<file path="src/hdl/aoce_pkg.sv">
package aoce_pkg;

  localparam int TABLE_SLOTS = 32;
  localparam int IDX_W = (TABLE_SLOTS > 1) ? $clog2(TABLE_SLOTS) : 1;

  localparam int QUEUE_DEPTH = 2;
  localparam int QPTR_W = (QUEUE_DEPTH > 1) ? $clog2(QUEUE_DEPTH) : 1;
  localparam int QCNT_W = $clog2(QUEUE_DEPTH + 1);

  // 0.26 truncated to Q16.16
  localparam logic [31:0] CLIMB_RESET = 32'd17039;

  typedef enum logic [1:0] {
    OP_LOAD,
    OP_QUERY,
    OP_SKIP
  } op_t;

  typedef enum logic [1:0] {
    ST_IDLE,
    ST_SCAN,
    ST_END,
    ST_DRAIN
  } state_t;

  typedef struct packed {
    logic signed [31:0] cx;
    logic signed [31:0] cy;
    logic signed [31:0] cz;
    logic [30:0]        hx;
    logic [30:0]        hy;
    logic [30:0]        hz;
  } box_t;

  typedef struct packed {
    op_t              op;
    logic [IDX_W-1:0] slot;
    logic             present;
    logic [7:0]       tag;
    box_t             box;
  } cmd_t;

  typedef struct packed {
    logic [4:0]  slot;
    logic        axis;
    logic        neg;
    logic [31:0] depth;
  } contact_t;

  typedef struct packed {
    logic idle;
    logic in_flight;
    logic pend_valid;
  } back_stat_t;

endpackage

</file>
<file path="src/hdl/aoce_queue.sv">
module aoce_queue (
  input  logic           clk,
  input  logic           rst,
  input  logic           push,
  input  aoce_pkg::cmd_t push_word,
  output logic           q_full,
  input  logic           pop,
  output logic           q_valid,
  output aoce_pkg::cmd_t head
);

  aoce_pkg::cmd_t              store [aoce_pkg::QUEUE_DEPTH];
  logic [aoce_pkg::QPTR_W-1:0] wptr;
  logic [aoce_pkg::QPTR_W-1:0] rptr;
  logic [aoce_pkg::QCNT_W-1:0] count;
  logic                        do_push;
  logic                        do_pop;

  assign q_full  = (count == aoce_pkg::QCNT_W'(aoce_pkg::QUEUE_DEPTH));
  assign q_valid = (count != '0);
  assign head    = store[rptr];
  assign do_push = push && !q_full;
  assign do_pop  = pop && q_valid;

  always_ff @(posedge clk) begin
    if (rst) begin
      wptr  <= '0;
      rptr  <= '0;
      count <= '0;
    end else begin
      if (do_push) begin
        wptr <= (wptr == aoce_pkg::QPTR_W'(aoce_pkg::QUEUE_DEPTH - 1)) ? '0 : wptr + 1'b1;
      end
      if (do_pop) begin
        rptr <= (rptr == aoce_pkg::QPTR_W'(aoce_pkg::QUEUE_DEPTH - 1)) ? '0 : rptr + 1'b1;
      end
      unique case ({do_push, do_pop})
        2'b10:   count <= count + 1'b1;
        2'b01:   count <= count - 1'b1;
        default: count <= count;
      endcase
    end
  end

  always_ff @(posedge clk) begin
    if (do_push) begin
      store[wptr] <= push_word;
    end
  end

endmodule

</file>
<file path="config.mk">
export PLATFORM = sky130hd
export DESIGN_NAME = aoce_queue
export DESIGN_NICKNAME = d
export VERILOG_FILES = /design/src/hdl/aoce_pkg.sv /design/src/hdl/aoce_queue.sv
export SDC_FILE = /design/constraint.sdc
export NUM_CORES = 1
export LEC_CHECK = 0
export BUFFER_PORTS_ARGS = -buffer_cell sky130_fd_sc_hd__buf_2
export CAP_MARGIN = 20
export CORE_MARGIN = 3
export CORE_UTILIZATION = 40
export CTS_BUF_LIST = sky130_fd_sc_hd__clkbuf_4
export DETAILED_ROUTE_END_ITERATION = 10
export GPL_ROUTABILITY_DRIVEN = 0
export PLACE_DENSITY = 0.67
export SYNTH_ARGS = -nofsm -noshare
export SYNTH_HDL_FRONTEND = slang
export SYNTH_SLANG_ARGS = --single-unit
</file>
<file path="constraint.sdc">
create_clock -name clk -period 17.1 [get_ports clk]
set_input_delay 0.855 -clock clk [delete_from_list [all_inputs] [get_ports clk]]
set_output_delay 0.855 -clock clk [all_outputs]
set_load 0.05 [all_outputs]
</file>
==> results.toml <==
[run_status]
status = "complete, no violations"

[synthesis]
synthDistinctLibCells = 20
synth.avg_cell_area_um2 = 22.7
syn_inst = 664
seq_area_frac_synth_pct = 82.5
ys_ff_latch = 415
synth_fp_nets = 874
ys_warn_count = 0
netlist_area_mm2 = 0.0150

[timing]
hold_violations = 0
slew_violations = 0
timing.fmax_mhz = 240
tightest_slew_ns = 0.971
setup_violations = 0
worst_hold_slack_ns = 0.279
rsz0062_at_grt = "no"
fin_setup_tns_ns = 0
fin_crit_ns = 4.16
clock-skew-final_ns = 0.0287
min_period_over_period_pct = 24.3
relSlewSlack_pct = 35.3

[worst_setup_path]
cp-end-kind = "output pin"
cp_slowest_cell = "dfxtp_4"
regToRegSetupSlack_ns = 14.12
timing.rr.end = "store[1][116]"
crit_end = "head[63]"
critical_path_required_ns = 16.25
cp-start-kind = "flop"
cp.depth = 3
critPathTopFamily = "buffers and inverters"
cp.arrival_ns = 3.31
cpPeakStageDelay_ns = 0.95
r2r_start = "count[0]"
path_cells = "buf_4 > mux2_2 > buf_2"
path_class = "flop to output pin"
critPathMaxFanout = 74
critPathBufInv = 2
reg2reg_depth = 4

[drt]
highest_layer = "met5"
dr.pass1.iters = 4
vias = 7993
drt-met1-wl_mm = 11.8
antenna_left = 0
viasPerCell = 4.61
drtIter0Drc = 300
drc = 0
met2WireLength_mm = 15.7
met3_length_mm = 3.73
wl_per_cell_um = 18.5
drt_wl_total_mm = 32.0

[clock_tree]
numCtsBuffers = 101
cts_hold_buf = 0
cts_max_path_buffers = 3
cts-root-buf = "clkbuf_4"
cts.htree.levels = 3
path_clk_slew_ns = 0.07
cts.sinks = 415
cts_setup_buffers = 0
cts-resized-gates = 0
cts_tree = "built"
clk_latency_ns = 0.74

[power]
total_leakage_power_uw = 0.00708
ir_drop_mv = 0.168
power_density_mw_per_mm2 = 176

[flow_run]
maxCapViolations = 0

[floorplanning]
initial_utilization_pct = 40.8
pin_count = 416
die_width_um = 200
coreArea_mm2 = 0.0369
row_count = 70
die_area_mm2 = 0.0400
fp.dieH_um = 200

[global_routing]
grt_pass1_wl_mm = 45.6
antenna_found_initial = 8
first_global_vias = 8353
overflow = 0
track_usage_pct = 15.2
grt_max_degree = 80

[final_layout]
syn2layout_area_growth_pct = 25.2
fin_nets = 1376
drive_above_1_share_pct = 63.8

[hold_path]
whs_path_depth = 1
min_path_type = "primary input to flop"
min_from = "push_word[195]"

[place]
portBuffers = 415
place_hpwl_mm = 21.4
-- routing by layer --
layer / up-vias / global-route usage (%)
met3: 56 / 7.72
li1: 3707 / -
met5: - / 0
met1: 3842 / 16.4
met4: 8 / 6.93
met2: 380 / 25.2
-- flip-flops by register name, indices dropped and copies added (netlist names), named ones only --
signal  cells
rptr        1
store     410
count       2
wptr        1
-- logic make-up (layout without fill, tap and decap cells) --
kind of cell               after synthesis  after routing  synth area share, %
and+or+nand+nor                          9              9                0.324
adders and majority gates                1              1               0.0831
DFF                                    415            415                 82.5
other                                    0              5                    0
xor gates and xnor gates                 3              3                0.175
buffers and inverters                   26            585                 1.42
muxes                                  205            205                 15.3
AOI/OAI and AO/OA                        5              5                0.183
-- synthesized netlist by cell type, drive strengths merged --
library cell  instances  area (um2)
and3                  1        6.26
inv                   3        11.3
buf                  23         203
xor2                  1        8.76
a21oi                 2        10.0
or2                   1        6.26
dfxtp                 5         100
xnor2                 2        17.5
nand2b                1        8.76
ha                    1        12.5
or3                   2        12.5
mux2                205        2310
o21ai                 2        10.0
nand2                 1        3.75
o21a                  1        7.51
edfxtp              410       12300
nor2                  3        11.3
-- cell usage in the layout, fill, tap and decap left out, types with 3 or more instances in the layout --
cell / count
buf_2: 415
buf_4: 7
bufinv_16: 3
clkbuf_4: 141
clkinv_1: 13
dfxtp_1: 4
diode_2: 5
edfxtp_1: 410
mux2_2: 205
nor2_1: 3
-- where the power goes --
| part | leakage [uW] | total [uW] | internal [uW] | switching (uW) |
|---|---|---|---|---|
| Clock | 0.000724 | 774 | 419 | 355 |
| Combinational | 0.00248 | 1200 | 320 | 885 |
| Sequential | 0.00388 | 1340 | 1280 | 54.0 |
| Total | 0.00708 | 3320 | 2020 | 1290 |
-- area by class of cell --
type	instances	area, um2
Multi-Input combinational cell	223	2430
Sequential cell	415	12400
Antenna cell	5	12.5
Fill cell	3083	18000
Clock inverter	19	153
Inverter	3	18.8
Timing Repair Buffer	422	2130
Clock buffer	141	1060
Tap cell	504	631
-- worst min-delay path by stage --
stage | slack (ns) | endpoint
3_5_place_dp | 0.50 | flop
2_1_floorplan | 0.45 | wptr
6_report | 0.28 | store[0][195]
4_1_cts | 0.15 | store[0][94]
3_3_place_gp | 0.48 | wptr
5_1_grt | 0.17 | store[1][16]
-- through the flow --
step                setup slack [ns]  utilization, %  instances  cell area [um2]  power, uW
detailed placement             13.63            47.8       1567            17600       2580
global route                   12.68            51.1       1730            18800       3470
finish                         12.94            51.1       1732            18800       3320
global placement               13.62            47.8       1567            17600       2570
floorplan                      10.92               -        664            15000       2340
CTS                            12.74            51.1       1727            18800       3370
Note: power is estimated with default switching activity, not from simulation.
