$ cat src/hdl/aoce_pkg.sv
package aoce_pkg;

  localparam int TABLE_SLOTS = 32;
  localparam int IDX_W = (TABLE_SLOTS > 1) ? $clog2(TABLE_SLOTS) : 1;

  localparam int QUEUE_DEPTH = 2;
  localparam int QPTR_W = (QUEUE_DEPTH > 1) ? $clog2(QUEUE_DEPTH) : 1;
  localparam int QCNT_W = $clog2(QUEUE_DEPTH + 1);

  // 0.26 truncated to Q16.16
  localparam logic [31:0] CLIMB_RESET = 32'd17039;

  typedef enum logic [1:0] {
    OP_LOAD,
    OP_QUERY,
    OP_SKIP
  } op_t;

  typedef enum logic [1:0] {
    ST_IDLE,
    ST_SCAN,
    ST_END,
    ST_DRAIN
  } state_t;

  typedef struct packed {
    logic signed [31:0] cx;
    logic signed [31:0] cy;
    logic signed [31:0] cz;
    logic [30:0]        hx;
    logic [30:0]        hy;
    logic [30:0]        hz;
  } box_t;

  typedef struct packed {
    op_t              op;
    logic [IDX_W-1:0] slot;
    logic             present;
    logic [7:0]       tag;
    box_t             box;
  } cmd_t;

  typedef struct packed {
    logic [4:0]  slot;
    logic        axis;
    logic        neg;
    logic [31:0] depth;
  } contact_t;

  typedef struct packed {
    logic idle;
    logic in_flight;
    logic pend_valid;
  } back_stat_t;

endpackage

$ cat src/hdl/aoce_front.sv
module aoce_front (
  input  logic                clk,
  input  logic                rst,
  input  logic                in_valid,
  output logic                in_stall,
  input  logic                cmd,
  input  logic [4:0]          slot,
  input  logic                present,
  input  logic [7:0]          query_tag,
  input  logic signed [31:0]  center_x,
  input  logic signed [31:0]  center_y,
  input  logic signed [31:0]  center_z,
  input  logic [30:0]         half_x,
  input  logic [30:0]         half_y,
  input  logic [30:0]         half_z,
  input  logic                q_full,
  output logic                push,
  output aoce_pkg::cmd_t      push_word
);

  logic           hold_valid;
  logic           take;
  aoce_pkg::cmd_t word_next;

  assign in_stall = hold_valid && q_full;
  assign push     = hold_valid && !q_full;
  assign take     = in_valid && !in_stall;

  always_comb begin
    word_next.slot        = aoce_pkg::IDX_W'(slot);
    word_next.present     = present;
    word_next.tag         = query_tag;
    word_next.box.cx      = center_x;
    word_next.box.cy      = center_y;
    word_next.box.cz      = center_z;
    word_next.box.hx      = half_x;
    word_next.box.hy      = half_y;
    word_next.box.hz      = half_z;
    priority if (cmd) begin
      word_next.op = aoce_pkg::OP_QUERY;
    end else if (int'(slot) < aoce_pkg::TABLE_SLOTS) begin
      word_next.op = aoce_pkg::OP_LOAD;
    end else begin
      word_next.op = aoce_pkg::OP_SKIP;
    end
  end

  always_ff @(posedge clk) begin
    if (rst) begin
      hold_valid <= 1'b0;
    end else if (!in_stall) begin
      hold_valid <= in_valid;
    end
  end

  always_ff @(posedge clk) begin
    if (take) begin
      push_word <= word_next;
    end
  end

endmodule

$ cat config.mk
export PLATFORM = sky130hd
export DESIGN_NAME = aoce_front
export DESIGN_NICKNAME = d
export VERILOG_FILES = /design/src/hdl/aoce_pkg.sv /design/src/hdl/aoce_front.sv
export SDC_FILE = /design/constraint.sdc
export NUM_CORES = 1
export LEC_CHECK = 0
export ABC_AREA = 0
export BUFFER_PORTS_ARGS = -buffer_cell sky130_fd_sc_hd__buf_4
export CORE_AREA = 2 2 162 164
export DETAILED_ROUTE_END_ITERATION = 8
export DIE_AREA = 0 0 164 166
export HOLD_SLACK_MARGIN = 0.1
export PLACE_DENSITY_LB_ADDON = 0.05
export SYNTH_ARGS = -nofsm -noshare
export SYNTH_HDL_FRONTEND = slang
export SYNTH_SLANG_ARGS = --single-unit
export TNS_END_PERCENT = 1
$ cat constraint.sdc
create_clock -name clk -period 7.9 [get_ports clk]
set_input_delay 2.37 -clock clk [delete_from_list [all_inputs] [get_ports clk]]
set_output_delay 2.37 -clock clk [all_outputs]
set_load 0.02 [all_outputs]
==> flow_summary.yaml, run 1 <==
status:
  status: "finished clean"
logic_synthesis:
  syn-num-nets: 420
  synthDistinctLibCells: 9
  synthCells: 212
  synthTopCellsByArea: "edfxtp_1 (99%), dfxtp_1 (0.32%), and2_4 (0.14%), and2b_2 (0.14%), nor2b_2 (0.14%)"
  syn_area_per_cell_sq_um: 29.2
  synth_top_area_frac: 0.989
  yosysSeqAreaShare: 0.993
  ys_seq_elements: 205
  yosysWarnings: 0
  yosys.area.top_type: "edfxtp_1"
  synth_area_sq_mm: 0.00619
drt:
  viasPerCell: 3.86
  drtIter0Drc: 193
  drc: 0
  ant_nets: 0
  wl_per_cell_microns: 18.0
  via_count: 3877
  firstDrtPassIters: 4
  drt-total-wl_microns: 18100
critical_path:
  critPathSlowestCell: "and2b_2"
  crit_chain: "buf_4 -> and2b_2 -> buf_4"
  crit_arrival_ns: 2.81
  r2r-end: "push_word[133]$_DFFE_PP_"
  start_kind: "input pin"
  r2r-start: "hold_valid$_SDFFE_PP0N_"
  path_common_cell: "buf_4"
  r2r_slack_ns: 5.30
  slowest_delay_ns: 0.20
  crit_type: "in2out"
  worstPathRequired_ns: 5.53
  crit_path_end_kind: "primary output"
  r2r_cells: 4
  crit_path_max_fanout: 3
floorplan:
  rows: 59
  initial_core_util: 0.242
  dieArea_sq_mm: 0.0272
  die_h_microns: 166
  core_area_sq_mm: 0.0256
  io_pins: 415
  die_w_microns: 164
timing:
  fin_tns_setup_ns: 0
  period_minus_slack_ns: 5.18
  relSlewSlack: 0.310
  finalWorstSetupSlack_ns: 2.72
  finalHoldViolCount: 0
  final-max-slew-violation-count: 0
  skew_ns: 0.00363
  rsz0062_at_grt: "no"
  worst_slew_pin_slew_ns: 1.03
  setup_viol: 0
  whs_ns: 0.512
  fmax_mhz: 193
  period_share: 0.656
global_routing:
  grtUsageTotal: 0.124
  grt_antenna_before_repair: 0
  overflow: 0
  grt_pass1_wl_microns: 25200
  grt_max_degree: 78
  grt_pass1_vias: 4073
min_path:
  hp-class: "reg2reg"
  hold-path-endpoint: "hold_valid$_SDFFE_PP0N_"
  hold_start: "hold_valid$_SDFFE_PP0N_"
  hold_path_depth: 2
placed_design:
  pre_cts_ws_ns: 2.72
  gp_congestion: 0.736
  portBuffers: 413
  hpwl_microns: 13700
  postPlaceCellArea_sq_mm: 0.00973
power:
  pwr_density_cell_mw_per_mm2: 246
  totalPowerFinal_uw: 2560
  leakage_uw: 0.00435
  vdd_drop_max_mv: 0.143
cells_and_area:
  layout_commonest_cell: "buf_4"
  final_cell_mix: "buf_4 (416), edfxtp_1 (204), clkbuf_16 (25)"
  syn2layout_area_growth_pct: 68.4
  nets: 861
  fin_area_sq_mm: 0.0104
  antenna_cells: 0
  drive_above_1_share: 0.673
  fillers: 2381
cts:
  clock_latency_ns: 0.51
  clock_path_buffers: 3
  holdBufCountCts: 0
  post_cts_resized: 0
  htree_levels: 1
  numCtsBuffers: 24
  clockRootBuffer: "clkbuf_16"
  clk_pin_slew_ns: 0.06
  cts_tree: "built"
  post_cts_buffers: 0
  cts.sinks: 205
run:
  maxCapViolCount: 0
worst max path at each step:
stage	slack, ns	endpoint	start
after floorplan	1.90	push_word[0]$_DFFE_PP_	q_full
after global placement	2.71	push	q_full
after detailed placement	2.72	push	q_full
after CTS	2.72	push	q_full
after global routing	2.71	push	q_full
final	2.72	push	q_full
registers in the layout (all words and copies together), names as in the netlist:
name        cells
hold_valid      1
push_word     204
cell type report:
cell class,count,area [sq um],area share
clock buffer,29,641,0.0614
sequential,205,6150,0.589
tap,335,419,0.0402
timing repair buffer,416,3120,0.299
clock inverter,13,56.3,0.00540
multi-input combinational,6,43.8,0.00420
power breakdown:
part / switching [uW] / internal (uW) / leakage [uW]
clock: 416 / 570 / 0.000347
sequential: 16.5 / 1270 / 0.00198
combinational: 147 / 137 / 0.00202
total: 579 / 1980 / 0.00435
synthesized netlist by cell type, drive strengths merged:
cell type / instances
edfxtp: 204
dfxtp: 1
and2: 1
buf: 1
conb: 1
a21oi: 1
and2b: 1
nor2: 1
nor2b: 1
metrics by stage:
stage,utilization,cells
after global routing,0.407,1004
final,0.407,1004
after CTS,0.407,1004
after global placement,0.380,962
after floorplan,-,212
after detailed placement,0.380,962
layer usage:
metal	routed length, microns	vias up	part of all wire	GRT usage
met5	0	-	0	0
met4	714	0	0.040	0.0473
met3	2480	36	0.14	0.0634
met2	9270	256	0.51	0.225
met1	5610	1842	0.31	0.118
li1	-	1743	-	-
worst max-delay path, delay by kind of cell:
| family | cells | cell delay, ns |
|---|---|---|
| buffers and inverters | 2 | 0.24 |
| AND/OR/NAND/NOR | 1 | 0.20 |
cell families after synthesis:
family | Yosys count | synth area share
flip-flops | 205 | 0.993
other | 1 | 0.000606
AO/OA/AOI/OAI | 1 | 0.000807
AND/OR/NAND/NOR | 4 | 0.00485
buffers and inverters | 1 | 0.00121
No activity file was read; power rests on OpenSTA's default activity.
==> run 2, diff against run 1 <==
Settings changed: ABC_AREA 0 to 1.
Clock period 7.9 ns to 4.8 ns, I/O delays scaled along.
==> run 2 against run 1 <==
Net effect: synthesized area about the same; non-clock buffer count rose by 2; core utilization grew 0.55 points; sequential cell count stayed put; register-to-register slack worse by 2.2 ns; die area did not move; sequential share of layout area shrank 0.78 points; clock skew is 0.0016 ns higher; synthesized cell count is 0.94% higher; critical path type unchanged; largest cell class unchanged; highest routed layer unchanged.
==> flow_summary.yaml, run 2 <==
floorplan:
  core_area_sq_mm: 0.0256
  die_h_microns: 166
  io_pins: 415
  rows: 59
  initial_core_util: 0.242
  die_w_microns: 164
  dieArea_sq_mm: 0.0272
logic_synthesis:
  synthArstFlopShare: 0
  synth_edf_count: 204
  ys.flop_type: "edfxtp_1"
  synth_fa_ha_area_frac: 0
  synthMostInstantiatedCell: "edfxtp_1"
  synth_top_area_frac: 0.989
  ys_seq_elements: 205
  synth_area_sq_mm: 0.00619
  syn_area_per_cell_sq_um: 28.9
  synth_top_family_by_area: "buffers and inverters"
  synth_simple_gate_area_frac: 0.00222
  yosysSeqAreaShare: 0.993
  synthXorXnorAreaFrac: 0
  syn-num-nets: 422
  synth_compound_area_frac: 0.00141
  yosysWarnings: 0
  synth_common_cells: "edfxtp_1 (204), inv_1 (2), nor2_1 (2)"
  synthDistinctLibCells: 9
  muxShareOfSynthArea: 0
  synthTopCellsByArea: "edfxtp_1 (99%), dfxtp_1 (0.32%), a21oi_2 (0.14%), buf_4 (0.12%), inv_1 (0.12%)"
  synthCells: 214
  yosys.area.top_type: "edfxtp_1"
cts:
  htree_levels: 1
  numCtsBuffers: 24
  clock_latency_ns: 0.50
  clock_path_buffers: 3
  holdBufCountCts: 0
  cts.sinks: 205
  clk_pin_slew_ns: 0.06
  cts_tree: "built"
  post_cts_buffers: 0
  clockRootBuffer: "clkbuf_16"
  post_cts_resized: 0
placed_design:
  gp_congestion: 0.715
  portBuffers: 413
  pre_cts_ws_ns: 1.50
  hpwl_microns: 13600
  post-place-cells: 966
global_routing:
  grt_use_met3: 0.0604
  grt_pass1_wl_microns: 25200
  grt_busiest_layer: "met2"
  grtUsageTotal: 0.125
  grt_max_degree: 60
  overflow: 0
  grtUsageMet1: 0.116
  met2_usage: 0.234
  grt_pass1_vias: 4037
  grt_antenna_before_repair: 0
critical_path:
  crit_path_max_fanout: 2
  worstPathRequired_ns: 3.36
  crit_arrival_ns: 1.85
  r2r_cells: 4
  crit_path_end_kind: "primary output"
  crit_path_start: "q_full"
  r2r-start: "hold_valid$_SDFFE_PP0N_"
  start_kind: "input pin"
  crit_type: "in2out"
  cp-endpoint: "push"
  r2r_slack_ns: 3.11
  r2r-end: "push_word[26]$_DFFE_PP_"
run:
  maxCapViolCount: 0
timing:
  rsz0062_at_grt: "no"
  final-max-slew-violation-count: 0
  finalHoldViolCount: 0
  relSlewSlack: 0.623
  period_minus_slack_ns: 3.29
  finalWorstSetupSlack_ns: 1.51
  worst_slew_pin_slew_ns: 0.564
  whs_ns: 0.551
  period_share: 0.685
  skew_ns: 0.00524
  fmax_mhz: 304
  setup_viol: 0
power:
  leakage_uw: 0.00441
  pwr_density_cell_mw_per_mm2: 409
  totalPowerFinal_uw: 4320
  vdd_drop_max_mv: 0.261
drt:
  wl_per_cell_microns: 17.7
  drc: 0
  viasPerCell: 3.74
  ant_nets: 0
  drtIter0Drc: 142
  drt-total-wl_microns: 17800
  via_count: 3782
  firstDrtPassIters: 4
cells_and_area:
  final_cell_mix: "buf_4 (415), edfxtp_1 (204), clkbuf_16 (25)"
  post-route-util: 0.413
  instances_no_fill: 1010
  antenna_cells: 0
  layout_commonest_cell: "buf_4"
  fillers: 2358
  reg_top3: "push_word (204), hold_valid (1)"
  largest_reg_flops: 204
  drive_above_1_share: 0.677
  syn2layout_area_growth_pct: 70.7
  largest-register: "push_word"
  nets: 865
status:
  status: "finished clean"
min_path:
  hp-class: "reg2reg"
-- run 2: routing by layer --
metal / up-vias / routed length [microns] / share of wire
met5: - / 0 / 0
met4: 0 / 569 / 0.032
li1: 1754 / - / -
met2: 236 / 9550 / 0.53
met3: 36 / 2320 / 0.13
met1: 1756 / 5410 / 0.30
-- run 2: final cells by class --
cell class                 count  area, sq um  share of cell area
sequential                   205         6150               0.582
tap                          335          419              0.0397
clock inverter                 6         30.0             0.00284
inverter                       3         16.3             0.00154
multi-input combinational      5         47.5             0.00450
timing repair buffer         418         3180               0.300
clock buffer                  38          734              0.0695
-- run 2: cells by family (layout without fill, tap and decap cells) --
group                  after synthesis  count (layout)
other                                1               1
and+or+nand+nor                      3               3
DFF                                205             205
AOI/OAI and AO/OA                    1               1
buffers and inverters                4             465
-- run 2: stage by stage --
stage               cell area (sq um)  TNS (ns)
floorplan                        6220    -37.33
global placement                 9800         0
detailed placement               9800         0
CTS                             10600         0
global route                    10600         0
finish                          10600         0
-- run 2: worst min path at each step --
stage / start / endpoint / depth (start not counted) / slack, ns
floorplan: hold_valid$_SDFFE_PP0N_ / hold_valid$_SDFFE_PP0N_ / 2 / 0.51
global placement: hold_valid$_SDFFE_PP0N_ / hold_valid$_SDFFE_PP0N_ / 2 / 0.52
detailed placement: hold_valid$_SDFFE_PP0N_ / hold_valid$_SDFFE_PP0N_ / 2 / 0.54
CTS: hold_valid$_SDFFE_PP0N_ / hold_valid$_SDFFE_PP0N_ / 2 / 0.55
global route: hold_valid$_SDFFE_PP0N_ / hold_valid$_SDFFE_PP0N_ / 2 / 0.57
finish: hold_valid$_SDFFE_PP0N_ / hold_valid$_SDFFE_PP0N_ / 2 / 0.55
-- run 2: worst max-delay path, stage by stage --
cell	delay (ns)
buf_4	0.14
nor2_1	0.12
buf_4	0.15
-- run 2: where the power goes --
part	leakage, uW	internal (uW)	switching [uW]
combinational	0.00205	231	244
clock	0.000374	1040	678
sequential	0.00198	2100	27.9
total	0.00441	3370	949
==> run 3, diff against run 2 <==
Settings changed: ABC_AREA 1 to 0.
Clock period 4.8 ns to 3.45 ns, I/O delays scaled along.
==> run 3 against run 2 <==
Net effect: die area unchanged; hold slack lost 0.015 ns; first-iteration DRC count grew 66%; register-to-register slack lost 1.4 ns; critical path type unchanged; largest cell class unchanged; largest power group unchanged.
==> flow_summary.yaml, run 3 (synthesized netlist as in run 1, its figures left out) <==
status:
  status: "finished clean"
critical_path:
  crit_path_end_kind: "primary output"
  crit_arrival_ns: 1.48
  crit_type: "in2out"
  crit_chain: "buf_4 -> and2b_2 -> buf_4"
  crit_path_max_fanout: 3
  slowest_delay_ns: 0.20
  worstPathRequired_ns: 2.41
  r2r_slack_ns: 1.75
  start_kind: "input pin"
  path_common_cell: "buf_4"
  critPathTopFamily: "buffers and inverters"
  crit_path_start: "q_full"
  r2r_cells: 3
  cp.depth: 3
  cp-endpoint: "push"
  r2r-end: "push_word[142]$_DFFE_PP_"
  r2r-start: "hold_valid$_SDFFE_PP0N_"
  critPathSlowestCell: "and2b_2"
  cp_num_buf_inv: 2
cells_and_area:
  drive_above_1_share: 0.674
  fin_area_sq_mm: 0.0106
  largest-register: "push_word"
  layout_commonest_cell: "buf_4"
  largest_reg_flops: 204
  instances_no_fill: 1007
  final_cell_mix: "buf_4 (414), edfxtp_1 (204), clkbuf_16 (25)"
  nets: 861
  reg_top3: "push_word (204), hold_valid (1)"
  syn2layout_area_growth_pct: 70.6
drt:
  wl_per_cell_microns: 17.8
  via_count: 3820
  drtIter0Drc: 236
  firstDrtPassIters: 4
  ant_nets: 0
  drt-total-wl_microns: 17900
  viasPerCell: 3.79
  drc: 0
global_routing:
  grt_max_degree: 90
  grt_pass1_wl_microns: 24600
  overflow: 0
  grt_pass1_vias: 4004
  grtUsageTotal: 0.122
  grt_antenna_before_repair: 0
run:
  maxCapViolCount: 0
power:
  intPower_uw: 4840
  vdd_drop_max_mv: 0.339
  leakage_uw: 0.00441
  totalPowerFinal_uw: 6180
  netSwitchingPower_uw: 1340
  swShare: 0.217
  seqPwrFrac: 0.478
  p_comb_frac: 0.106
  p_clk_frac: 0.417
  pwr_density_cell_mw_per_mm2: 585
timing:
  fin_tns_setup_ns: 0
  skew_ns: 0.0109
  period_minus_slack_ns: 2.51
  final-max-slew-violation-count: 0
  fmax_mhz: 398
  worst_slew_pin_slew_ns: 0.509
  setup_viol: 0
  rsz0062_at_grt: "no"
  relSlewSlack: 0.661
  finalHoldViolCount: 0
  period_share: 0.729
floorplan:
  dieArea_sq_mm: 0.0272
  io_pins: 415
  core_area_sq_mm: 0.0256
  die_w_microns: 164
  die_h_microns: 166
  initial_core_util: 0.242
  rows: 59
cts:
  clk_pin_slew_ns: 0.05
  htree_levels: 1
  cts_tree: "built"
  post_cts_resized: 0
  post_cts_buffers: 0
  clockRootBuffer: "clkbuf_16"
  holdBufCountCts: 0
  clock_latency_ns: 0.51
  numCtsBuffers: 24
  clock_path_buffers: 3
  cts.sinks: 205
placed_design:
  post-place-cells: 962
  hpwl_microns: 13600
  portBuffers: 413
  gp_congestion: 0.766
  postPlaceCellArea_sq_mm: 0.00976
min_path:
  hp-class: "reg2reg"
-- run 3: changes by cell type in the layout (fill, tap and decap cells not counted), sizes merged --
cell	change
and2b	+1
inv	-3
clkinv	+7
nor2	-1
and2	+1
diode	+1
buf	-2
bufinv	+4
clkinvlp	-1
nand2	-1
nor2b	+1
clkbuf	-10
-- run 3: per-layer routing --
layer / GRT usage / wire length [microns] / up-vias
li1: - / - / 1750
met1: 0.116 / 5560 / 1778
met2: 0.223 / 9230 / 257
met3: 0.0644 / 2530 / 35
met4: 0.0412 / 590 / 0
met5: 0 / 0 / -
-- run 3: stage by stage --
| stage | setup WS (ns) | hold slack [ns] | util |
|---|---|---|---|
| finish | 0.937 | 0.536 | 0.412 |
| global route | 0.921 | 0.569 | 0.412 |
| CTS | 0.935 | 0.544 | 0.412 |
| detailed placement | 0.899 | 0.527 | 0.381 |
| global placement | 0.934 | 0.500 | 0.381 |
| floorplan | -1.21 | 0.467 | - |
-- run 3: layout make-up --
cell class,instances,area (sq um)
clock inverter,16,170
clock buffer,28,637
multi-input combinational,6,43.8
timing repair buffer,416,3150
fill,2375,15000
tap,335,419
sequential,205,6150
antenna,1,2.50
-- run 3: how the worst min path moves through the flow --
stage | slack [ns] | endpoint | depth (start not counted) | from
floorplan | 0.47 | hold_valid$_SDFFE_PP0N_ | 2 | hold_valid$_SDFFE_PP0N_
global placement | 0.50 | hold_valid$_SDFFE_PP0N_ | 2 | hold_valid$_SDFFE_PP0N_
detailed placement | 0.53 | hold_valid$_SDFFE_PP0N_ | 2 | hold_valid$_SDFFE_PP0N_
CTS | 0.54 | hold_valid$_SDFFE_PP0N_ | 2 | hold_valid$_SDFFE_PP0N_
global route | 0.57 | hold_valid$_SDFFE_PP0N_ | 2 | hold_valid$_SDFFE_PP0N_
finish | 0.54 | hold_valid$_SDFFE_PP0N_ | 2 | hold_valid$_SDFFE_PP0N_
-- run 3: power by group through the flow --
stage               Combinational [uW]  Sequential (uW)  Clock (uW)
finish                             653             2950        2580
global route                       690             2970        2750
CTS                                665             2960        2670
detailed placement                 665             3010           0
global placement                   664             3010           0
floorplan                         49.3             3200           0
-- run 3: worst reg2reg max path, stage by stage (launching register included) --
cell,delay (ns)
dfxtp_1,0.32
and2_4,0.15
nor2b_4,0.35
buf_12,0.42
